$ cat config.mk
export PLATFORM = sky130hd
export DESIGN_NAME = two_wire_link_byte_engine_top
export DESIGN_NICKNAME = d
export VERILOG_FILES = /design/src/hw/rtl/twl_pkg.sv /design/src/hw/rtl/two_wire_link_byte_engine_top.sv /design/src/hw/rtl/twl_queue.sv /design/src/hw/rtl/twl_engine.sv
export VERILOG_INCLUDE_DIRS = /design/src /design/src/hw/rtl
export SDC_FILE = /design/constraint.sdc
export NUM_CORES = 1
export LEC_CHECK = 0
export BUFFER_PORTS_ARGS = -buffer_cell sky130_fd_sc_hd__clkbuf_2
export CAP_MARGIN = 20
export CORE_MARGIN = 10
export CORE_UTILIZATION = 55
export CTS_CLUSTER_SIZE = 20
export DETAILED_ROUTE_END_ITERATION = 7
export PLACE_DENSITY = 0.75
export SYNTH_ARGS = -nofsm -noshare
export SYNTH_HDL_FRONTEND = slang
export SYNTH_HIERARCHICAL = 1
export SYNTH_SLANG_ARGS = --single-unit
$ cat constraint.sdc
create_clock -name clock -period 4.9 [get_ports clock]
set_input_delay 0 -clock clock [delete_from_list [all_inputs] [get_ports clock]]
set_output_delay 0 -clock clock [all_outputs]
set_load 0.005 [all_outputs]
$ cat src/hw/rtl/two_wire_link_byte_engine_top_assert.svh
// Assertion macros shared by the two-wire link RTL.
`ifndef TWO_WIRE_LINK_BYTE_ENGINE_TOP_ASSERT_SVH
`define TWO_WIRE_LINK_BYTE_ENGINE_TOP_ASSERT_SVH

// Condition must hold on every clock edge outside reset.
`define TWL_ASSERT_ALWAYS(lbl, clk, rst, cond, msg) \
   lbl: assert property (@(posedge clk) disable iff (rst) (cond)) else $error(msg);

// Consequent must hold on the same edge as the antecedent.
`define TWL_ASSERT_IMPLY(lbl, clk, rst, ante, cons, msg) \
   lbl: assert property (@(posedge clk) disable iff (rst) (ante) |-> (cons)) else $error(msg);

// Consequent must hold on the edge after the antecedent.
`define TWL_ASSERT_NEXT(lbl, clk, rst, ante, cons, msg) \
   lbl: assert property (@(posedge clk) disable iff (rst) (ante) |=> (cons)) else $error(msg);

`endif

$ cat src/hw/rtl/twl_pkg.sv
// Types and constants of the two-wire link byte engine.
package twl_pkg;

   // command codes carried in the action field
   localparam logic [1:0] ACT_TICK  = 2'd0;
   localparam logic [1:0] ACT_SEND  = 2'd1;
   localparam logic [1:0] ACT_RECV  = 2'd2;
   localparam logic [1:0] ACT_ABORT = 2'd3;

   // result error codes
   localparam logic [1:0] ERR_NONE         = 2'd0;
   localparam logic [1:0] ERR_SEND_TIMEOUT = 2'd1;
   localparam logic [1:0] ERR_RECV_TIMEOUT = 2'd2;
   localparam logic [1:0] ERR_REFUSED      = 2'd3;

   // configuration register indexes
   localparam int unsigned CSR_INDEX_BITS = 1;
   localparam logic [CSR_INDEX_BITS-1:0] CSR_TIMEOUT   = 1'd0;
   localparam logic [CSR_INDEX_BITS-1:0] CSR_BIT_DELAY = 1'd1;
   localparam int unsigned CFG_BITS = 16;
   localparam logic [CFG_BITS-1:0] TIMEOUT_RESET   = 16'd1000;
   localparam logic [CFG_BITS-1:0] BIT_DELAY_RESET = 16'd0;

   // bits per byte; bit counter must hold the value itself
   localparam logic [3:0] BITS_PER_BYTE = 4'd8;

   // entries between the front and the back
   localparam int unsigned QUEUE_DEPTH = 2;

   typedef struct packed {
      logic [1:0] action;
      logic [7:0] tx_byte;
      logic       last_in_transfer;
      logic       red_line;
      logic       white_line;
   } req_type;

   typedef struct packed {
      logic       pull_red_low;
      logic       pull_white_low;
      logic       busy_res;
      logic       byte_done;
      logic [7:0] rx_byte;
      logic [1:0] error_code;
   } rsp_type;

endpackage

$ cat src/hw/rtl/two_wire_link_byte_engine_top.sv
// Top level of the two-wire link byte engine: tick queue followed by the handshake engine.
//
// Each transaction on the req_ channel is one tick: the sampled red and white wire levels
// plus an optional command (send byte, receive byte, abort). Every tick produces exactly one
// rsp_ transaction with the wire drive for the next tick, busy, byte-done, the received byte
// and an error code. One tick is accepted per clock cycle while the queue has room and the
// engine is not held by a full result register and low rsp_ready. An accepted tick goes
// into the front queue, is then stepped by the engine and loads the result register. The
// engine steps its whole bit-handshake state once per tick. The two-entry queue and the result
// register let either side stall without stopping the other. Timeout and bit delay are set
// through the csr_ port; the user must write them only while no tick is outstanding, which
// the block itself does not enforce.

module two_wire_link_byte_engine_top #(
   parameter int unsigned COUNTER_BITS = 16
) (
   input  logic                               clock,
   input  logic                               reset,
   input  logic                               csr_write_en,
   input  logic [twl_pkg::CSR_INDEX_BITS-1:0] csr_index,
   input  logic [twl_pkg::CFG_BITS-1:0]       csr_wdata,
   input  logic                               req_valid,
   output logic                               req_ready,
   input  twl_pkg::req_type                   req_data,
   output logic                               rsp_valid,
   input  logic                               rsp_ready,
   output twl_pkg::rsp_type                   rsp_data
);

   logic             q_valid;
   logic             q_ready;
   twl_pkg::req_type q_data;

   // front: tick queue
   twl_queue u_queue (
      .clock     (clock),
      .reset     (reset),
      .in_valid  (req_valid),
      .in_ready  (req_ready),
      .in_data   (req_data),
      .out_valid (q_valid),
      .out_ready (q_ready),
      .out_data  (q_data)
   );

   // back: handshake engine
   twl_engine #(
      .COUNTER_BITS (COUNTER_BITS)
   ) u_engine (
      .clock        (clock),
      .reset        (reset),
      .csr_write_en (csr_write_en),
      .csr_index    (csr_index),
      .csr_wdata    (csr_wdata),
      .in_valid     (q_valid),
      .in_ready     (q_ready),
      .in_data      (q_data),
      .out_valid    (rsp_valid),
      .out_ready    (rsp_ready),
      .out_data     (rsp_data)
   );

endmodule

$ cat src/hw/rtl/twl_queue.sv
// Front part: accepts tick transactions into a short queue for the engine.
`include "two_wire_link_byte_engine_top_assert.svh"

module twl_queue (
   input  logic              clock,
   input  logic              reset,
   input  logic              in_valid,
   output logic              in_ready,
   input  twl_pkg::req_type  in_data,
   output logic              out_valid,
   input  logic              out_ready,
   output twl_pkg::req_type  out_data
);

   localparam int unsigned DEPTH    = twl_pkg::QUEUE_DEPTH;
   localparam int unsigned PTR_BITS = (DEPTH > 1) ? $clog2(DEPTH) : 1;
   localparam int unsigned CNT_BITS = $clog2(DEPTH + 1);
   localparam logic [CNT_BITS-1:0] FULL_COUNT = CNT_BITS'(DEPTH);
   localparam logic [PTR_BITS-1:0] LAST_PTR   = PTR_BITS'(DEPTH - 1);

   twl_pkg::req_type    mem_ff [DEPTH];
   logic [PTR_BITS-1:0] wr_ptr_ff, wr_ptr_in;
   logic [PTR_BITS-1:0] rd_ptr_ff, rd_ptr_in;
   logic [CNT_BITS-1:0] count_ff, count_in;
   logic                push;
   logic                pop;

   assign in_ready  = (count_ff != FULL_COUNT);
   assign out_valid = (count_ff != '0);
   assign out_data  = mem_ff[rd_ptr_ff];
   assign push      = in_valid && in_ready;
   assign pop       = out_valid && out_ready;

   // pointer and fill bookkeeping
   always_comb begin
      wr_ptr_in = wr_ptr_ff;
      rd_ptr_in = rd_ptr_ff;
      count_in  = count_ff;
      if (push) begin
         wr_ptr_in = (wr_ptr_ff == LAST_PTR) ? '0 : wr_ptr_ff + 1'b1;
      end
      if (pop) begin
         rd_ptr_in = (rd_ptr_ff == LAST_PTR) ? '0 : rd_ptr_ff + 1'b1;
      end
      if (push && !pop) begin
         count_in = count_ff + 1'b1;
      end else if (pop && !push) begin
         count_in = count_ff - 1'b1;
      end
   end

   always_ff @(posedge clock) begin
      if (reset) begin
         wr_ptr_ff <= '0;
         rd_ptr_ff <= '0;
         count_ff  <= '0;
      end else begin
         wr_ptr_ff <= wr_ptr_in;
         rd_ptr_ff <= rd_ptr_in;
         count_ff  <= count_in;
      end
   end

   // queue storage
   always_ff @(posedge clock) begin
      if (push) begin
         mem_ff[wr_ptr_ff] <= in_data;
      end
   end

   `TWL_ASSERT_ALWAYS(a_count_bound, clock, reset, count_ff <= FULL_COUNT, "queue overfilled")
   `TWL_ASSERT_NEXT(a_fills_up, clock, reset, push && !pop && (count_ff == FULL_COUNT - 1'b1), !in_ready, "queue did not report full")

endmodule

$ cat src/hw/rtl/twl_engine.sv
// Back part: per-tick handshake engine, configuration registers and result register.
`include "two_wire_link_byte_engine_top_assert.svh"

module twl_engine #(
   parameter int unsigned COUNTER_BITS = 16
) (
   input  logic                                 clock,
   input  logic                                 reset,
   input  logic                                 csr_write_en,
   input  logic [twl_pkg::CSR_INDEX_BITS-1:0]   csr_index,
   input  logic [twl_pkg::CFG_BITS-1:0]         csr_wdata,
   input  logic                                 in_valid,
   output logic                                 in_ready,
   input  twl_pkg::req_type                     in_data,
   output logic                                 out_valid,
   input  logic                                 out_ready,
   output twl_pkg::rsp_type                     out_data
);

   localparam int unsigned CFG_BITS = twl_pkg::CFG_BITS;
   localparam int unsigned CMP_BITS =
      ((COUNTER_BITS > CFG_BITS) ? COUNTER_BITS : CFG_BITS) + 1;
   localparam logic [COUNTER_BITS-1:0] CNT_MAX = {COUNTER_BITS{1'b1}};

   typedef enum logic [2:0] {
      PH_IDLE      = 3'd0,
      PH_SEND_A    = 3'd1,
      PH_SEND_B    = 3'd2,
      PH_RECV_WAIT = 3'd3,
      PH_RECV_ACK  = 3'd4,
      PH_DELAY     = 3'd5
   } phase_type;

   phase_type               phase_ff, phase_in;
   logic                    is_receive_ff, is_receive_in;
   logic [7:0]              shift_ff, shift_in;
   logic [3:0]              bit_index_ff, bit_index_in;
   logic [COUNTER_BITS-1:0] wait_count_ff, wait_count_in;
   logic [COUNTER_BITS-1:0] delay_count_ff, delay_count_in;
   logic                    current_last_ff, current_last_in;
   logic                    failed_ff, failed_in;
   logic [CFG_BITS-1:0]     timeout_ff;
   logic [CFG_BITS-1:0]     bit_delay_ff;
   twl_pkg::rsp_type        rsp_ff, rsp_in;
   logic                    rsp_valid_ff;
   logic                    fire;

   // one tick is stepped whenever the result register is free or drains
   assign in_ready  = !rsp_valid_ff || out_ready;
   assign fire      = in_valid && in_ready;
   assign out_valid = rsp_valid_ff;
   assign out_data  = rsp_ff;

   // configuration writes
   always_ff @(posedge clock) begin
      if (reset) begin
         timeout_ff   <= twl_pkg::TIMEOUT_RESET;
         bit_delay_ff <= twl_pkg::BIT_DELAY_RESET;
      end else if (csr_write_en) begin
         unique case (csr_index)
            twl_pkg::CSR_TIMEOUT:   timeout_ff   <= csr_wdata;
            twl_pkg::CSR_BIT_DELAY: bit_delay_ff <= csr_wdata;
            default: ;
         endcase
      end
   end

   // tick step
   always_comb begin
      logic                cur;
      logic                done;
      logic                fail;
      logic                wait_hit;
      logic                delay_hit;
      logic                bit_end;
      logic [CFG_BITS-1:0] lim;
      logic [3:0]          next_index;
      logic [1:0]          err;
      logic [7:0]          rxb;

      phase_in        = phase_ff;
      is_receive_in   = is_receive_ff;
      shift_in        = shift_ff;
      bit_index_in    = bit_index_ff;
      wait_count_in   = wait_count_ff;
      delay_count_in  = delay_count_ff;
      current_last_in = current_last_ff;
      failed_in       = failed_ff;

      cur        = shift_ff[0];
      done       = 1'b0;
      fail       = 1'b0;
      bit_end    = 1'b0;
      err        = twl_pkg::ERR_NONE;
      rxb        = 8'd0;
      lim        = (timeout_ff == '0) ? CFG_BITS'(1) : timeout_ff;
      wait_hit   = (CMP_BITS'(wait_count_ff) + CMP_BITS'(1) >= CMP_BITS'(lim)) ||
                   (wait_count_ff == CNT_MAX);
      delay_hit  = (CMP_BITS'(delay_count_ff) + CMP_BITS'(1) >= CMP_BITS'(bit_delay_ff)) ||
                   (delay_count_ff == CNT_MAX);
      next_index = bit_index_ff + 4'd1;

      if (in_data.action == twl_pkg::ACT_ABORT) begin
         phase_in  = PH_IDLE;
         failed_in = 1'b0;
      end else if ((in_data.action == twl_pkg::ACT_SEND ||
                    in_data.action == twl_pkg::ACT_RECV) && phase_ff == PH_IDLE) begin
         if (failed_ff) begin
            // refuse bytes left over from a failed transfer
            done = 1'b1;
            err  = twl_pkg::ERR_REFUSED;
            if (in_data.last_in_transfer) begin
               failed_in = 1'b0;
            end
         end else begin
            is_receive_in   = (in_data.action == twl_pkg::ACT_RECV);
            shift_in        = is_receive_in ? 8'd0 : in_data.tx_byte;
            bit_index_in    = 4'd0;
            wait_count_in   = '0;
            current_last_in = in_data.last_in_transfer;
            phase_in        = is_receive_in ? PH_RECV_WAIT : PH_SEND_A;
         end
      end else begin
         unique case (phase_ff)
            PH_IDLE: ;
            PH_SEND_A: begin
               if (cur ? !in_data.red_line : !in_data.white_line) begin
                  wait_count_in = '0;
                  phase_in      = PH_SEND_B;
               end else if (wait_hit) begin
                  fail = 1'b1;
               end else begin
                  wait_count_in = wait_count_ff + 1'b1;
               end
            end
            PH_SEND_B: begin
               if (cur ? in_data.red_line : in_data.white_line) begin
                  bit_end = 1'b1;
               end else if (wait_hit) begin
                  fail = 1'b1;
               end else begin
                  wait_count_in = wait_count_ff + 1'b1;
               end
            end
            PH_RECV_WAIT: begin
               if (in_data.red_line && !in_data.white_line) begin
                  shift_in      = {1'b1, shift_ff[7:1]};
                  wait_count_in = '0;
                  phase_in      = PH_RECV_ACK;
               end else if (!in_data.red_line) begin
                  shift_in      = {1'b0, shift_ff[7:1]};
                  wait_count_in = '0;
                  phase_in      = PH_RECV_ACK;
               end else if (wait_hit) begin
                  fail = 1'b1;
               end else begin
                  wait_count_in = wait_count_ff + 1'b1;
               end
            end
            PH_RECV_ACK: begin
               if (shift_ff[7] ? in_data.white_line : in_data.red_line) begin
                  bit_end = 1'b1;
               end else if (wait_hit) begin
                  fail = 1'b1;
               end else begin
                  wait_count_in = wait_count_ff + 1'b1;
               end
            end
            PH_DELAY: begin
               if (delay_hit) begin
                  bit_index_in = next_index;
                  if (next_index >= twl_pkg::BITS_PER_BYTE) begin
                     phase_in = PH_IDLE;
                     done     = 1'b1;
                  end else begin
                     wait_count_in = '0;
                     phase_in      = is_receive_ff ? PH_RECV_WAIT : PH_SEND_A;
                  end
               end else begin
                  delay_count_in = delay_count_ff + 1'b1;
               end
            end
            default: phase_in = PH_IDLE;
         endcase

         // handshake of one bit complete: shift a sent byte, then delay, next bit or byte done
         if (bit_end) begin
            if (!is_receive_ff) begin
               shift_in = {1'b0, shift_ff[7:1]};
            end
            if (bit_delay_ff != '0) begin
               delay_count_in = '0;
               phase_in       = PH_DELAY;
            end else begin
               bit_index_in = next_index;
               if (next_index >= twl_pkg::BITS_PER_BYTE) begin
                  phase_in = PH_IDLE;
                  done     = 1'b1;
               end else begin
                  wait_count_in = '0;
                  phase_in      = is_receive_ff ? PH_RECV_WAIT : PH_SEND_A;
               end
            end
         end

         if (fail) begin
            phase_in  = PH_IDLE;
            done      = 1'b1;
            err       = is_receive_ff ? twl_pkg::ERR_RECV_TIMEOUT
                                      : twl_pkg::ERR_SEND_TIMEOUT;
            failed_in = !current_last_ff;
         end else if (done && is_receive_ff) begin
            rxb = shift_in;
         end
      end

      // wire drive follows the updated phase
      rsp_in.pull_red_low   = 1'b0;
      rsp_in.pull_white_low = 1'b0;
      if (phase_in == PH_SEND_A) begin
         rsp_in.pull_white_low = shift_in[0];
         rsp_in.pull_red_low   = !shift_in[0];
      end else if (phase_in == PH_RECV_ACK) begin
         rsp_in.pull_red_low   = shift_in[7];
         rsp_in.pull_white_low = !shift_in[7];
      end
      rsp_in.busy_res   = (phase_in != PH_IDLE);
      rsp_in.byte_done  = done;
      rsp_in.rx_byte    = rxb;
      rsp_in.error_code = err;
   end

   // engine state
   always_ff @(posedge clock) begin
      if (reset) begin
         phase_ff        <= PH_IDLE;
         is_receive_ff   <= 1'b0;
         shift_ff        <= 8'd0;
         bit_index_ff    <= 4'd0;
         wait_count_ff   <= '0;
         delay_count_ff  <= '0;
         current_last_ff <= 1'b0;
         failed_ff       <= 1'b0;
      end else if (fire) begin
         phase_ff        <= phase_in;
         is_receive_ff   <= is_receive_in;
         shift_ff        <= shift_in;
         bit_index_ff    <= bit_index_in;
         wait_count_ff   <= wait_count_in;
         delay_count_ff  <= delay_count_in;
         current_last_ff <= current_last_in;
         failed_ff       <= failed_in;
      end
   end

   // result register
   always_ff @(posedge clock) begin
      if (reset) begin
         rsp_valid_ff <= 1'b0;
      end else if (fire) begin
         rsp_valid_ff <= 1'b1;
      end else if (out_ready) begin
         rsp_valid_ff <= 1'b0;
      end
   end

   always_ff @(posedge clock) begin
      if (fire) begin
         rsp_ff <= rsp_in;
      end
   end

   `TWL_ASSERT_ALWAYS(a_bit_index_range, clock, reset, bit_index_ff < twl_pkg::BITS_PER_BYTE || phase_ff == PH_IDLE, "bit index past byte while active")
   `TWL_ASSERT_IMPLY(a_error_has_done, clock, reset, rsp_valid_ff && rsp_ff.error_code != twl_pkg::ERR_NONE, rsp_ff.byte_done && !rsp_ff.busy_res, "error reported without byte completion")

endmodule
After elaboration in Yosys (flattened, before gate mapping)
Memory sizes are Yosys's and may differ from the RTL's. A register that Yosys moved wholly into a read port is not among the register bits.
Index checks and enable logic that the tools add are counted.
Operators by class
  $add $sub $neg: 9
  magnitude comparators: 3
  equal/unequal tests: 14
  muxes and demuxes: 97
  bitwise operators: 5
  reductions and logical operators: 35
Operators by type and width (number)
  $mux 16: 18
  $pmux 16 s5: 1
  $mux 8: 9
  $mux 1: 39
  $add 16x1->17 const B: 2
  $ge 17x16->1: 2
  $mux 3: 11
  $add 16x1->16 const B: 2
  $eq 16x16->1 const B: 2
  $mux 4: 6
  $mux 2: 10
  $logic_not 16->1: 1
  $reduce_bool 16->1: 1
  $pmux 3 s4: 1
  $eq 3x3->1 const B: 3
  $logic_not 1->1: 8
  $logic_and 1x1->1: 7
  $eq 3x1->1 const B: 2
  $eq 3x2->1 const B: 2
  $reduce_and 2->1: 3
  $reduce_and 3->1: 2
  $reduce_bool 2->1: 3
  $reduce_bool 3->1: 2
  $not 1->1: 5
  other kinds (15): 21
Word-level totals
  register bits: 101
  memory bits (writable): 26
  input port bits: 35
  output and inout bits: 16
  word-level logic and storage cells: 185
  memories: 1
Memory list
  u_queue.mem_ff: depth 2, bits a word 13, rd ports 1, clocked after Yosys merged registers in 1, wr ports 1, RTL line twl_queue.sv:21  | twl_pkg::req_type mem_ff [DEPTH];

Longest topological paths before layout
Gate-level depths: netlist (run 1).
  word-level depth: 16
  mapped depth: 16
  gate-level depth less buffers: 16

By module
Netlist (run 1), hierarchy kept.
By module, submodules not included
  twl_engine: instances 1, cells an instance 732, area each 5914.4 um^2, sequential area each 2082.0 um^2
  twl_queue: instances 1, cells an instance 64, area each 1162.4 um^2, sequential area each 880.8 um^2

Least setup slack after synthesis (run 1)
OpenSTA, ideal clock, no wires.
  path kind: reg-to-reg
  from: register u_engine.wait_count_ff[2]
  to: register u_engine.rsp_ff, in the netlist u_engine/out_data[13], data pin
  setup time: 264 ps
  arrival: 3237 ps
  required time: 4636 ps
  slack: 1399 ps
  cell stages (with the launch flop): 15
  buffers on the path: 0
  clock period less this slack: 3501 ps
  cell sequence: dfxtp_1 -> and3_1 -> and3_1 -> and3_1 -> and3_1 -> nand3_1 -> xnor2_1 -> ha_1 -> nand2_1 -> o21ai_0 -> o41a_1 -> o21ai_0 -> and3_1 -> nand2b_1 -> o22ai_1
RTL lines
  start: declaration: RTL line twl_engine.sv:38  | logic [COUNTER_BITS-1:0] wait_count_ff, wait_count_in;
  start signal: assignment: RTL line twl_engine.sv:249  | wait_count_ff <= wait_count_in;
  end signal: assignment: RTL line twl_engine.sv:269  | rsp_ff <= rsp_in;
  end: declaration: RTL line twl_engine.sv:44  | twl_pkg::rsp_type rsp_ff, rsp_in;

Worst setup path after layout (run 1)
  from: register u_engine.wait_count_ff[0]
  to: register u_engine.wait_count_ff[10]
Between the ends
  word-level cells in the longest chain between the ends: 11
  elaborated cells on any way between the ends: 16
  classes of those cells: 2 x add/sub; 1 x order compare; 1 x eq/ne; 11 x mux; 1 x reduce/logical
Ends and longest elaborated chain
  $add 16x1->17: RTL line twl_engine.sv:97  | wait_hit = (CMP_BITS'(wait_count_ff) + CMP_BITS'(1) >= CMP_BITS'(lim)) ||
  $ge 17x16->1: RTL line twl_engine.sv:97
  $logic_or 1x1->1: RTL line twl_engine.sv:97
  $mux 16 *
  $mux 16: RTL line twl_engine.sv:150  | end else if (!in_data.red_line) begin
  $mux 16: RTL line twl_engine.sv:146  | if (in_data.red_line && !in_data.white_line) begin
  $pmux 16 s5 *: RTL line twl_engine.sv:124  | unique case (phase_ff)
  $mux 16: RTL line twl_engine.sv:196  | if (next_index >= twl_pkg::BITS_PER_BYTE) begin
  $mux 16: RTL line twl_engine.sv:191  | if (bit_delay_ff != '0) begin
  $mux 16 *: RTL line twl_engine.sv:187  | if (bit_end) begin
  $mux 16 *: RTL line twl_engine.sv:106  | end else if ((in_data.action == twl_pkg::ACT_SEND ||
Every way passes the cells marked *; elsewhere a longest branch is shown, timed or not.
A chain may end at the register's enable or synchronous reset.

==> impl_metrics.xml, run 1 <==
<?xml version="1.0" encoding="UTF-8"?>
<metrics>
  <group name="route">
    <metric name="routed_wire_length_per_instance" unit="um">17.7</metric>
    <metric name="detailedRoute.firstIterationViolations" unit="">480</metric>
    <metric name="drtAntennaViolNets" unit="">0</metric>
    <metric name="total_wire_length_after_detailed_routing" unit="um">18600</metric>
    <metric name="remaining_drc_errors" unit="">0</metric>
    <metric name="detail_route.first_pass.iterations" unit="">5</metric>
    <metric name="dr_total_vias" unit="">6202</metric>
    <metric name="viasPerCell" unit="">5.88</metric>
  </group>
  <group name="synthesis">
    <metric name="synthesis.nets" unit="">869</metric>
    <metric name="yosys_register_bits" unit="">128</metric>
    <metric name="synth_enable_flop_cells" unit="">40</metric>
    <metric name="ys_async_sr_fraction" unit="%">0</metric>
    <metric name="synth.area.top_cells" unit="">dfxtp_1, edfxtp_1, ha_1</metric>
    <metric name="netlist.top_cell.by_area" unit="">dfxtp_1</metric>
    <metric name="syn-mean-instance-area" unit="um2">8.89</metric>
    <metric name="synth_warnings" unit="">6</metric>
    <metric name="synth.distinct_cells" unit="">75</metric>
    <metric name="dominantRegCellSynth" unit="">dfxtp_1</metric>
    <metric name="synth_top_cell_area_share" unit="%">24.9</metric>
    <metric name="synthesis.area" unit="um2">7080</metric>
    <metric name="syn-instance-count" unit="">796</metric>
    <metric name="synth_commonest_cells" unit="">nand2_1, dfxtp_1, a21oi_1, nor2_1, edfxtp_1</metric>
    <metric name="synth_most_common_cell" unit="">nand2_1</metric>
    <metric name="synth-seq-area-share" unit="%">41.9</metric>
  </group>
  <group name="sta">
    <metric name="timing_hold_violations_final" unit="">0</metric>
    <metric name="min_period" unit="ns">4.25</metric>
    <metric name="timing.final.setup_violations" unit="">0</metric>
    <metric name="final_max_slew_viol_count" unit="">0</metric>
    <metric name="setup_repair_after_global_routing_missed_its_margin" unit="">no</metric>
    <metric name="maxClockFrequency" unit="MHz">235</metric>
    <metric name="fin_skew" unit="ns">0.00474</metric>
    <metric name="final.period_utilization" unit="%">86.8</metric>
    <metric name="slew_headroom" unit="%">30.3</metric>
    <metric name="post-route-worst-setup-slack" unit="ns">0.645</metric>
    <metric name="worst_pin_slew" unit="ns">1.05</metric>
    <metric name="finalSetupTns" unit="ns">0</metric>
  </group>
  <group name="clocking">
    <metric name="htree_num_levels" unit="">4</metric>
    <metric name="cts.path.max_buffers" unit="">2</metric>
    <metric name="tritoncts_clock_tree" unit="">built</metric>
    <metric name="clock-root-buffer" unit="">clkbuf_16</metric>
    <metric name="cts_buffers" unit="">17</metric>
    <metric name="cts.sink_count" unit="">128</metric>
    <metric name="clock_insertion_delay_at_the_later_pin_of_the_skew_report" unit="ns">0.42</metric>
    <metric name="post_cts.repair.setup_buffers" unit="">0</metric>
    <metric name="path_clk_slew" unit="ns">0.06</metric>
  </group>
  <group name="finish">
    <metric name="layout-area-overhead-vs-synth" unit="%">18.4</metric>
    <metric name="antennaDiodeCount" unit="">0</metric>
    <metric name="layoutNonFillerInstCount" unit="">1054</metric>
    <metric name="nets" unit="">942</metric>
    <metric name="drive_above_1_share" unit="%">13.8</metric>
    <metric name="post-route-util" unit="%">66.4</metric>
  </group>
  <group name="power_and_ir_drop">
    <metric name="combinational_fraction_of_design_power" unit="%">32.2</metric>
    <metric name="pwr_density_cell" unit="nW/um2">486</metric>
    <metric name="sw_frac_of_total" unit="%">35.0</metric>
    <metric name="power_report.internal_total" unit="mW">2.65</metric>
    <metric name="clock_power_share" unit="%">32.7</metric>
    <metric name="peakVddDrop" unit="mV">0.542</metric>
    <metric name="switching_power" unit="mW">1.43</metric>
    <metric name="power.share.sequential" unit="%">35.1</metric>
    <metric name="design_power_total" unit="mW">4.07</metric>
    <metric name="p_leak" unit="nW">3.29</metric>
  </group>
  <group name="run">
    <metric name="max_cap_violations" unit="">0</metric>
  </group>
  <group name="grt">
    <metric name="grt_pass1_wl" unit="um">30500</metric>
    <metric name="globalRouteOverflowTotal" unit="">0</metric>
    <metric name="gr-usage-all-layers" unit="%">21.0</metric>
    <metric name="largest_net_degree_at_the_start_of_global_routing" unit="">52</metric>
    <metric name="grt_pass1_vias" unit="">5973</metric>
    <metric name="antenna_found_initial" unit="">0</metric>
  </group>
  <group name="hold_path">
    <metric name="min_from" unit="">csr_index</metric>
    <metric name="worstHoldPathType" unit="">in -&gt; reg</metric>
  </group>
  <group name="worst_setup_path">
    <metric name="startpoint" unit="">u_engine/wait_count_ff[0]$_SDFFE_PP0P_</metric>
    <metric name="slowest_delay" unit="ns">0.52</metric>
    <metric name="critPathMaxFanout" unit="">9</metric>
    <metric name="worst-r2r-setup-slack" unit="ns">0.65</metric>
    <metric name="start_kind" unit="">flip-flop</metric>
    <metric name="crit_path_end_kind" unit="">flip-flop</metric>
    <metric name="crit_arrival" unit="ns">4.57</metric>
    <metric name="worst_path_max_delay_cell" unit="">nor2_1</metric>
    <metric name="timing_worst_setup_path_type" unit="">reg -&gt; reg</metric>
    <metric name="worstReg2RegStart" unit="">u_engine/wait_count_ff[0]$_SDFFE_PP0P_</metric>
    <metric name="cp_cell_sequence" unit="">ha_1 &gt; and4_1 &gt; nand2_1 &gt; nor2_1 &gt; nand3_1 &gt; xnor2_1 &gt; ha_1 &gt; a21oi_1 &gt; o21ai_0 &gt; o41ai_1 &gt; nand2_1 &gt; nor2_1 &gt; nand3b_1 &gt; a31oi_1</metric>
    <metric name="cp.required" unit="ns">5.22</metric>
  </group>
  <group name="placed_design">
    <metric name="routabilityCongestion" unit="">0.900</metric>
    <metric name="numPlacedInstances" unit="">991</metric>
    <metric name="buffer_ports.inserted" unit="">50</metric>
    <metric name="place_hpwl" unit="um">12600</metric>
    <metric name="pre_cts_slack" unit="ns">0.675</metric>
  </group>
  <group name="floorplanning">
    <metric name="die_h" unit="um">133</metric>
    <metric name="die_area" unit="um2">17800</metric>
    <metric name="core_area" unit="um2">12600</metric>
    <metric name="pin_count" unit="">51</metric>
    <metric name="core.rowCount" unit="">41</metric>
    <metric name="start_util" unit="%">56.1</metric>
    <metric name="chipWidth" unit="um">133</metric>
  </group>
  <group name="run_status">
    <metric name="run_status" unit="">finished clean</metric>
  </group>
</metrics>
[cells in the final DEF (no fill, tap or decap), types with 11 or more instances in the layout]
master         Yosys  layout
mux2_2            15      15
nand2b_1          13      13
nor2_1            71      71
edfxtp_1          40      40
dlygate4sd3_1      0      31
nand4_1           11      11
and3_1            13      13
a21oi_1           71      70
nor4_1            11      11
o211ai_1          18      18
clkbuf_2           0      50
nand3_1           23      23
xor2_1            19      19
inv_1             39      39
nand2_1          106     106
xnor2_1           14      14
clkbuf_16          0      17
ha_1              38      38
o21ai_0           33      33
dfxtp_1           88      88
[final cells by class]
cell class                 instances  area, um2
inverter                          40        150
clock inverter                    11        163
clock buffer                      21        460
sequential                       128       2960
fill                            1054       4240
tap                              172        215
timing repair buffer              86        598
multi-input combinational        596       3830
[sequential cells by signal, summed over array words and instances (netlist names), 2 cells and up, named ones only]
| register | count |
|---|---|
| u_engine/bit_delay_ff | 16 |
| u_engine/bit_index_ff | 4 |
| u_engine/delay_count_ff | 16 |
| u_engine/out_data | 14 |
| u_engine/phase_ff | 3 |
| u_engine/shift_ff | 8 |
| u_engine/timeout_ff | 16 |
| u_engine/wait_count_ff | 16 |
| u_queue/count_ff | 2 |
| u_queue/mem_ff | 26 |
[kinds of logic (layout without fill, tap and decap cells)]
kind of cell	Yosys count	count (layout)	synth area share, %
AOI/OAI and AO/OA	191	191	17.6
xor gates and xnor gates	33	33	4.08
adders and majority gates	38	38	6.72
buffers and inverters	72	158	4.05
DFF	128	128	41.9
muxes	26	26	4.01
and+or+nand+nor	308	308	21.6
[worst paths after layout]
check	endpoint	depth (start not counted)
setup / recovery	u_engine/wait_count_ff[10]$_SDFFE_PP0P_	14
setup reg to reg	u_engine/wait_count_ff[10]$_SDFFE_PP0P_	14
hold / removal	u_engine/timeout_ff[0]$_SDFFE_PP0P_	5
hold reg to reg	u_engine/timeout_ff[0]$_SDFFE_PP0P_	2
[power by group through the flow]
| stage | clock network, mW | logic, mW | registers [mW] |
|---|---|---|---|
| final | 1.33 | 1.31 | 1.43 |
| after global routing | 1.41 | 1.44 | 1.45 |
| after CTS | 1.35 | 1.29 | 1.43 |
| after detailed placement | 0 | 1.26 | 1.45 |
| after global placement | 0 | 1.24 | 1.44 |
| after floorplan | 0 | 0.974 | 1.37 |
[metrics by stage]
stage	area [um2]	hold WS, ns
floorplan	7080	0.0691
global placement	7440	0.189
detailed placement	7440	0.193
CTS	8380	0.109
global route	8380	0.149
finish	8380	0.132
[layer usage]
layer | share of wire [%] | track usage [%] | up-vias
met4 | 1.7 | 5.99 | 0
met1 | 43 | 25.3 | 2942
met5 | 0 | 0 | -
met2 | 50 | 35.8 | 217
li1 | - | - | 3017
met3 | 5.6 | 5.64 | 26
[critical path: cells and delay by family (launching register included)]
kind | cells | cell delay (ns)
fa+ha+maj | 2 | 0.62
compound gates | 4 | 1.05
simple gates | 7 | 1.84
xor+xnor | 1 | 0.23
flops | 1 | 0.42
[timing repair]
action                                 4_1_cts  5_1_grt
setup endpoints to repair                    0        1
endpoints found under the hold margin       60        0
hold buffers                                31        0
gates resized for setup                      0        1
(Power assumes the default switching activity.)
==> run 2: changes to the inputs <==
--- a/config.mk
+++ b/config.mk
@@ -8,11 +8,10 @@
 export LEC_CHECK = 0
 export BUFFER_PORTS_ARGS = -buffer_cell sky130_fd_sc_hd__clkbuf_2
 export CAP_MARGIN = 20
-export CORE_MARGIN = 10
 export CORE_UTILIZATION = 55
 export CTS_CLUSTER_SIZE = 20
 export DETAILED_ROUTE_END_ITERATION = 7
-export PLACE_DENSITY = 0.75
+export PLACE_DENSITY = 0.74
 export SYNTH_ARGS = -nofsm -noshare
 export SYNTH_HDL_FRONTEND = slang
 export SYNTH_HIERARCHICAL = 1
==> run 2 against run 1 <==
Net effect: register-to-register slack worse by 0.08 ns; design area is 1.2% lower; wire length is 5.5% lower; critical path type unchanged; via count hardly changed; sequential share of layout area is 0.43 points higher; sequential power hardly changed; worst setup slack worse by 0.085 ns; power is 5.3% lower; die area is 25% lower; critical path depth stayed put; hold slack better by 0.014 ns; global-route usage is 7.2 points higher.
==> impl_metrics.xml, run 2 (synthesis gave the netlist of run 1 again) <==
<?xml version="1.0" encoding="UTF-8"?>
<metrics>
  <group name="grt">
    <metric name="largest_net_degree_at_the_start_of_global_routing" unit="">54</metric>
    <metric name="antenna_found_initial" unit="">0</metric>
    <metric name="grt_pass1_wl" unit="um">29100</metric>
    <metric name="globalRouteOverflowTotal" unit="">0</metric>
    <metric name="gr-usage-all-layers" unit="%">28.2</metric>
    <metric name="grt_pass1_vias" unit="">5990</metric>
  </group>
  <group name="finish">
    <metric name="multi_input_comb_area" unit="um2">3830</metric>
    <metric name="antennaDiodeCount" unit="">0</metric>
    <metric name="drive_above_1_share" unit="%">13.7</metric>
    <metric name="largest_register_ffs" unit="">26</metric>
    <metric name="filler_cell_count" unit="">1027</metric>
    <metric name="final_cell_mix" unit="">nand2_1, dfxtp_1, nor2_1, a21oi_1, clkbuf_2</metric>
    <metric name="nets" unit="">941</metric>
    <metric name="layout-area-overhead-vs-synth" unit="%">17.0</metric>
    <metric name="regMostFlops" unit="">u_queue/mem_ff</metric>
    <metric name="layout.cells.most_common" unit="">nand2_1</metric>
    <metric name="storage_element_area" unit="um2">2960</metric>
  </group>
  <group name="route">
    <metric name="viasPerCell" unit="">5.89</metric>
    <metric name="dr_total_vias" unit="">6198</metric>
    <metric name="detail_route.first_pass.iterations" unit="">5</metric>
    <metric name="drtAntennaViolNets" unit="">0</metric>
    <metric name="detailedRoute.firstIterationViolations" unit="">542</metric>
    <metric name="total_wire_length_after_detailed_routing" unit="um">17600</metric>
    <metric name="remaining_drc_errors" unit="">0</metric>
    <metric name="routed_wire_length_per_instance" unit="um">16.7</metric>
  </group>
  <group name="clocking">
    <metric name="cts_repair_resize_count" unit="">0</metric>
    <metric name="cts_buffers" unit="">17</metric>
    <metric name="tritoncts_clock_tree" unit="">built</metric>
    <metric name="cts.sink_count" unit="">128</metric>
    <metric name="cts.path.max_buffers" unit="">2</metric>
    <metric name="path_clk_slew" unit="ns">0.06</metric>
    <metric name="htree_num_levels" unit="">4</metric>
    <metric name="clock_insertion_delay_at_the_later_pin_of_the_skew_report" unit="ns">0.42</metric>
    <metric name="clock-root-buffer" unit="">clkbuf_16</metric>
  </group>
  <group name="worst_setup_path">
    <metric name="path_depth" unit="">14</metric>
    <metric name="critPathMaxFanout" unit="">7</metric>
    <metric name="cp.required" unit="ns">5.05</metric>
    <metric name="r2r-end" unit="">u_engine/out_data[13]$_DFFE_PP_</metric>
    <metric name="startpoint" unit="">u_engine/wait_count_ff[2]$_SDFFE_PP0P_</metric>
    <metric name="cp_cell_sequence" unit="">and3_1 &gt; and3_1 &gt; and3_1 &gt; and3_1 &gt; nand3_1 &gt; xnor2_1 &gt; ha_1 &gt; a21oi_1 &gt; o21ai_0 &gt; o41a_1 &gt; o21ai_0 &gt; and3_1 &gt; nand2b_1 &gt; o22ai_1</metric>
    <metric name="r2r_cells" unit="">14</metric>
    <metric name="worst-r2r-setup-slack" unit="ns">0.56</metric>
    <metric name="critPathMostFrequentCell" unit="">and3_1</metric>
    <metric name="crit_path_end_kind" unit="">flip-flop</metric>
    <metric name="timing_worst_setup_path_type" unit="">reg -&gt; reg</metric>
    <metric name="start_kind" unit="">flip-flop</metric>
    <metric name="crit_arrival" unit="ns">4.49</metric>
    <metric name="worst_path_max_delay_cell" unit="">o21ai_0</metric>
    <metric name="worstReg2RegStart" unit="">u_engine/wait_count_ff[2]$_SDFFE_PP0P_</metric>
    <metric name="crit_buf_inv" unit="">0</metric>
    <metric name="slowest_delay" unit="ns">0.64</metric>
    <metric name="cpLargestDelayFamily" unit="">simple AND/OR/NAND/NOR gates</metric>
  </group>
  <group name="floorplanning">
    <metric name="die_h" unit="um">115</metric>
    <metric name="core_area" unit="um2">12600</metric>
    <metric name="chipWidth" unit="um">115</metric>
    <metric name="core.rowCount" unit="">41</metric>
    <metric name="pin_count" unit="">51</metric>
    <metric name="start_util" unit="%">56.3</metric>
    <metric name="die_area" unit="um2">13300</metric>
  </group>
  <group name="power_and_ir_drop">
    <metric name="peakVddDrop" unit="mV">0.421</metric>
    <metric name="p_leak" unit="nW">3.23</metric>
    <metric name="pwr_density_cell" unit="nW/um2">466</metric>
  </group>
  <group name="sta">
    <metric name="final.period_utilization" unit="%">88.6</metric>
    <metric name="hold_slack" unit="ns">0.145</metric>
    <metric name="worst_pin_slew" unit="ns">1.12</metric>
    <metric name="finalSetupTns" unit="ns">0</metric>
    <metric name="slew_headroom" unit="%">24.7</metric>
    <metric name="post-route-worst-setup-slack" unit="ns">0.561</metric>
    <metric name="timing_hold_violations_final" unit="">0</metric>
    <metric name="final_max_slew_viol_count" unit="">0</metric>
    <metric name="timing.final.setup_violations" unit="">0</metric>
    <metric name="maxClockFrequency" unit="MHz">230</metric>
    <metric name="setup_repair_after_global_routing_missed_its_margin" unit="">no</metric>
    <metric name="fin_skew" unit="ns">0.00963</metric>
    <metric name="min_period" unit="ns">4.34</metric>
  </group>
  <group name="hold_path">
    <metric name="min_from" unit="">csr_index</metric>
    <metric name="worstHoldPathType" unit="">in -&gt; reg</metric>
    <metric name="min_to" unit="">u_engine/timeout_ff[13]$_SDFFE_PP0P_</metric>
    <metric name="holdPathStages" unit="">5</metric>
  </group>
  <group name="placed_design">
    <metric name="routabilityCongestion" unit="">0.941</metric>
    <metric name="pre_cts_slack" unit="ns">0.717</metric>
    <metric name="buffer_ports.inserted" unit="">50</metric>
    <metric name="place_hpwl" unit="um">11900</metric>
  </group>
  <group name="run">
    <metric name="max_cap_violations" unit="">0</metric>
  </group>
  <group name="run_status">
    <metric name="run_status" unit="">finished clean</metric>
  </group>
</metrics>
-- run 2: cell types whose count changed in the layout (fill, tap and decap cells not counted) --
cell	before	now
bufinv_16	4	0
inv_6	0	2
buf_4	5	4
clkinv_4	1	2
clkbuf_1	2	1
a21oi_2	2	1
a21oi_1	70	71
clkinvlp_4	2	5
clkbuf_8	2	1
-- run 2: layout make-up --
type	instances	share of cell area, %
Multi-Input combinational cell	596	46.2
Clock buffer	19	5.35
Timing Repair Buffer	85	7.13
Tap cell	172	2.60
Clock inverter	13	1.10
Inverter	40	1.81
Sequential cell	128	35.8
-- run 2: worst min-delay path, delay by kind of cell --
| kind | cells | cell delay, ns |
|---|---|---|
| AOI/OAI and AO/OA | 1 | 0.05 |
| and+or+nand+nor | 2 | 0.15 |
| buffers and inverters | 2 | 0.31 |
-- run 2: through the flow --
step	area (um2)	std cells	power (mW)	util (%)
after global placement	7440	990	2.65	59.2
after global routing	8280	1053	4.07	65.9
after floorplan	7080	796	2.34	-
after CTS	8280	1053	3.84	65.9
after detailed placement	7440	990	2.69	59.2
final	8280	1053	3.86	65.9
-- run 2: worst max-delay path by stage --
stage	to	slack [ns]
after floorplan	u_engine/out_data[13]$_DFFE_PP_	1.40
after global placement	u_engine/out_data[13]$_DFFE_PP_	0.88
after detailed placement	u_engine/out_data[13]$_DFFE_PP_	0.72
after CTS	u_engine/out_data[13]$_DFFE_PP_	0.68
after global routing	u_engine/wait_count_ff[4]$_SDFFE_PP0P_	0.23
final	u_engine/out_data[13]$_DFFE_PP_	0.56
-- run 2: routing by layer --
metal / vias to the layer above / global-route usage, % / share of wire, %
met3: 32 / 7.06 / 5.2
met2: 206 / 48.1 / 50
met1: 2946 / 34.4 / 43
met5: - / 0 / 0
li1: 3014 / - / -
met4: 0 / 10.5 / 2.0
-- run 2: repair_timing --
| item | in CTS | in global routing |
|---|---|---|
| buffers inserted | 0 | 0 |
| hold endpoints to repair | 60 | 0 |
| hold buffers | 31 | 0 |
-- run 2: where the power goes --
group,internal [mW],switching [mW],total [mW]
sequential,1.28,0.152,1.44
clock,0.658,0.474,1.13
combinational,0.483,0.807,1.29
total,2.42,1.43,3.86
